$ cat src/sv/sparse_column_pattern_builder_macros.svh
// ----------------------------------------------------------------------------
// Sparse column pattern builder assertion macros
// Short forms for the concurrent checks of the pattern builder.
// ----------------------------------------------------------------------------
`ifndef SPARSE_COLUMN_PATTERN_BUILDER_MACROS_SVH
`define SPARSE_COLUMN_PATTERN_BUILDER_MACROS_SVH

// The consequent must hold in the same cycle as the antecedent.
`define SCPB_ASSERT_NOW(label, ante, cons, msg) \
  label: assert property (@(posedge clk) disable iff (!rst_n) (ante) |-> (cons)) \
    else $error(msg);

// The consequent must hold in the cycle after the antecedent.
`define SCPB_ASSERT_NEXT(label, ante, cons, msg) \
  label: assert property (@(posedge clk) disable iff (!rst_n) (ante) |=> (cons)) \
    else $error(msg);

`endif

$ cat src/sv/scpb_ram.sv
// ----------------------------------------------------------------------------
// Generic simple dual-port RAM
// One write port and one read port with a registered, enabled read.
// ----------------------------------------------------------------------------
module scpb_ram #(
  parameter int WIDTH = 8,
  parameter int DEPTH = 16
) (
  input  logic                     clk,
  input  logic                     wr_en,
  input  logic [$clog2(DEPTH)-1:0] wr_addr,
  input  logic [WIDTH-1:0]         wr_data,
  input  logic                     rd_en,
  input  logic [$clog2(DEPTH)-1:0] rd_addr,
  output logic [WIDTH-1:0]         rd_data
);

  logic [WIDTH-1:0] mem_r [DEPTH];

  always_ff @(posedge clk) begin
    if (wr_en) begin
      mem_r[wr_addr] <= wr_data;
    end
    if (rd_en) begin
      rd_data <= mem_r[rd_addr];
    end
  end

endmodule

$ cat config.mk
export PLATFORM = sky130hd
export DESIGN_NAME = scpb_ram
export DESIGN_NICKNAME = d
export VERILOG_FILES = /design/src/sv/sparse_column_pattern_builder_macros.svh /design/src/sv/scpb_ram.sv
export SDC_FILE = /design/constraint.sdc
export NUM_CORES = 1
export LEC_CHECK = 0
export BUFFER_PORTS_ARGS = -buffer_cell sky130_fd_sc_hd__buf_2
export CORE_UTILIZATION = 40
export CTS_BUF_LIST = sky130_fd_sc_hd__clkbuf_2
export DETAILED_ROUTE_END_ITERATION = 8
export GPL_ROUTABILITY_DRIVEN = 0
export MAX_ROUTING_LAYER = met4
export PLACE_DENSITY_LB_ADDON = 0.15
export SETUP_SLACK_MARGIN = 0.15
export SYNTH_ARGS = -nofsm -noshare
export SYNTH_HDL_FRONTEND = slang
export SYNTH_SLANG_ARGS = --single-unit
export TNS_END_PERCENT = 50
$ cat constraint.sdc
create_clock -name clk -period 2.2 [get_ports clk]
set_input_delay 0.55 -clock clk [delete_from_list [all_inputs] [get_ports clk]]
set_output_delay 0.55 -clock clk [all_outputs]
set_load 0.03 [all_outputs]
Yosys cells after proc, flatten, opt, wreduce, memory -nomap -nowiden
Memories as Yosys holds them, arrays and structs flattened. A register that Yosys moved wholly into a read port is not among the register bits.
Cells that the tools add are included.
{"block": "classes", "muxes": 2}
{"operator": "1-bit two-way mux", "n": 2}
{"block": "word_totals", "regBits": 0, "ram_bits": 128, "inputBits": 19, "output_inout_bits": 8, "elab_cells": 3, "mem_count": 1}
{"name": "mem_r", "words": 16, "width": 8, "rd": 1, "rd_clocked_by_memory_dff": 1, "write_ports": 1, "line": "scpb_ram.sv:18", "rtl": "logic [WIDTH-1:0] mem_r [DEPTH];"}

Depth between registers and ports, before layout
{"block": "logic_depth", "depth_word": 2, "depth_mapped": 5, "ltp_nobuf": 3}

Worst setup path before layout
Ideal clock, no wire load.
{"block": "synth_timing", "path_kind": "input to register", "start": "in wr_addr[2]", "end": "mem mem_r[0][0] (enable)", "setup_ns": 0.383, "arrival_time_ns": 1.660, "required_ns": 1.817, "setup_slack_ns": 0.157, "cell_stages": 2, "n_path_buf": 0, "path_cell_list": "or3b_2 -> nor3_1"}
{"item": "start, declared", "line": "scpb_ram.sv:11", "rtl": "input logic [$clog2(DEPTH)-1:0] wr_addr,"}
{"item": "end, declared", "line": "scpb_ram.sv:18"}
Straight into the memory's write port.

Worst setup path in the final report
{"block": "layout_timing", "start": "reg rd_data[7] (read register of mem_r)", "end": "out rd_data[7]"}
{"item": "start, declared", "line": "scpb_ram.sv:15", "rtl": "output logic [WIDTH-1:0] rd_data"}
No word-level cell between the ends.

==> impl_metrics.yaml <==
sta:
  worst_slew_pin_slew_ps: 438
  hold_ws_ps: 241
  fin_crit_sh: 0.844
  fin_skew_ps: 32.4
  drv_slew: 0
  setup_violations: 0
  min_period_ps: 1860
  hold_viol: 0
  rsz0062_at_grt: "false"
  fmax_mhz: 539
  tns_ps: 0
  max-slew-margin-rel: 0.708
critical_path:
  worst-endpoint-arrival_ps: 1310
  cp-end-kind: "primary output"
  cp_slowest_cell: "edfxtp_1"
  rr_worst_depth: 3
  rrSetupSlack_ps: 700
  critical_path_peak_fanout: 1
  crit_path_start_kind: "register"
  cpPeakStageDelay_ps: 450
  r2r-start: "mem_r[10][5]$_DFFE_PP_"
  crit_family: "flip-flops"
  cp.required_ps: 1650
  reg2reg_to: "rd_data[5]$_DFFE_PP_"
  worst-setup-path-type: "register to primary output"
  worstPathCellList: "buf_2"
  cp_num_buf_inv: 1
clock_network:
  ctsHoldBuffers: 0
  h-tree-depth: 4
  clock_path_buffers: 2
  cts_tree: "built"
  insertion_delay_ps: 660
  cts_resized: 0
  clk_pin_slew_ps: 180
  clock-root-buffer: "clkbuf_2"
  clkSinkCount: 136
  post-cts-setup-buffers: 0
  numCtsBuffers: 17
finish:
  regArea_um2: 4080
  finalInstanceArea_um2: 5880
  syn2layout_area_growth_pct: 12.4
  fin_util: 0.464
  fin_nets: 305
  multiInputGateArea_um2: 1060
  nFillCells: 1125
  mostFrequentLayoutCell: "edfxtp_1"
  n_antenna_cell: 0
  layout_common_cells: "edfxtp_1, buf_2, buf_4, mux4_2, clkbuf_2"
  drive_gt1_frac: 0.313
synth:
  seq_area_frac_synth: 0.781
  yosys.area.top_type: "edfxtp_1"
  synth_warnings: 0
  yosys-top-cells-area: "edfxtp_1, mux4_2, mux4_1"
  synth_nets: 248
  yosys.area.top_type_share: 0.781
  yosysUniqueCellTypes: 18
  syn_area_um2: 5230
  netlist_instances: 229
  avgSynthCellArea_um2: 22.8
  ys_seq_elements: 136
drt:
  drc: 0
  drtPass1Iterations: 4
  vias: 2445
  vias_per_cell: 5.21
  wl_per_cell_um: 20.8
  drtIter0Drc: 164
  finalWirelength_um: 9730
  ant_nets: 0
place:
  placed_cell_area_um2: 5680
  io_buffers: 26
  dp_hpwl_um: 6270
worst_hold_path:
  hold_depth: 1
  hold_class: "input pin to register"
  hold_end: "rd_data[5]$_DFFE_PP_"
  min_from: "rd_en"
power:
  p_per_area_nw_per_um2: 771
  p_leak_nw: 1.96
  ir_worst_vdd_mv: 0.452
global_routing:
  first_global_vias: 2533
  grt_max_degree: 33
  track_usage: 0.168
  grt-ovfl-total: 0
  grt_pass1_wl_um: 14800
  grt_antenna_before_repair: 0
floorplan:
  core_area_um2: 12700
  rows: 41
  die_h_um: 116
  die_area_um2: 13500
  ios: 27
  initial_utilization: 0.413
  die_x_um: 116
run:
  cap_violations: 0
status:
  outcome: "finished clean"
[metal layers]
metal | GRT usage | vias up | share of wire
met4 | 0.0538 | 0 | 0.0070
met1 | 0.221 | 1266 | 0.45
met3 | 0.0581 | 8 | 0.056
met2 | 0.246 | 78 | 0.48
met5 | - | - | 0
li1 | - | 1093 | -
[layout make-up]
cell class                      instances  share of cell area
Sequential cell                       136               0.695
Timing Repair Buffer                   48              0.0545
Multi-Input combinational cell         83               0.180
Clock buffer                           18              0.0153
Tap cell                              172              0.0366
Clock inverter                         12              0.0189
[state kept, by name, summed over array words and instances, names as in the netlist]
| name | count |
|---|---|
| mem_r | 128 |
| rd_data | 8 |
[logic make-up (layout without fill, tap and decap cells)]
kind of cell	after synthesis	after routing	synth area share
DFF	136	136	0.781
and+or+nand+nor	35	35	0.0314
muxes	32	32	0.148
AOI/OAI and AO/OA	16	16	0.0230
buffers and inverters	10	78	0.0165
[power breakdown]
| part | internal [W] | leakage, nW | switching, W | total (W) |
|---|---|---|---|---|
| combinational | 0.000118 | 0.598 | 0.000172 | 0.000290 |
| sequential | 0.00291 | 1.24 | 0.0000152 | 0.00293 |
| clock | 0.000490 | 0.129 | 0.000822 | 0.00131 |
[cells in the mapped netlist (all sizes together)]
cell           number
a22oi              16
edfxtp            136
mux4               32
nor2               13
nand3               1
or3b                1
nand2b              2
and2                1
and2b               1
nor2b               1
buf                 7
nor3                4
clkdlybuf4s25       3
nand2               9
nand3b              2
[through the flow]
stage	power [W]	setup WS [ps]	cells
after global placement	0.00328	2.49	439
after CTS	0.00459	252	469
after global routing	0.00470	218	469
after floorplan	0.00316	157	229
after detailed placement	0.00329	-28.2	439
final	0.00453	343	469
[how the worst max path moves through the flow]
stage | cells past startpoint | slack (ps) | start | endpoint
after floorplan | 2 | 160 | wr_addr[2] | mem_r[0][0]$_DFFE_PP_
after global placement | 5 | 2 | rd_addr[0] | rd_data[5]$_DFFE_PP_
after detailed placement | 5 | -30 | rd_addr[0] | rd_data[5]$_DFFE_PP_
after CTS | 1 | 250 | rd_data[7]$_DFFE_PP_ | rd_data[7]
after global routing | 1 | 220 | rd_data[5]$_DFFE_PP_ | rd_data[5]
final | 1 | 340 | rd_data[7]$_DFFE_PP_ | rd_data[7]
(Power assumes the default switching activity.)
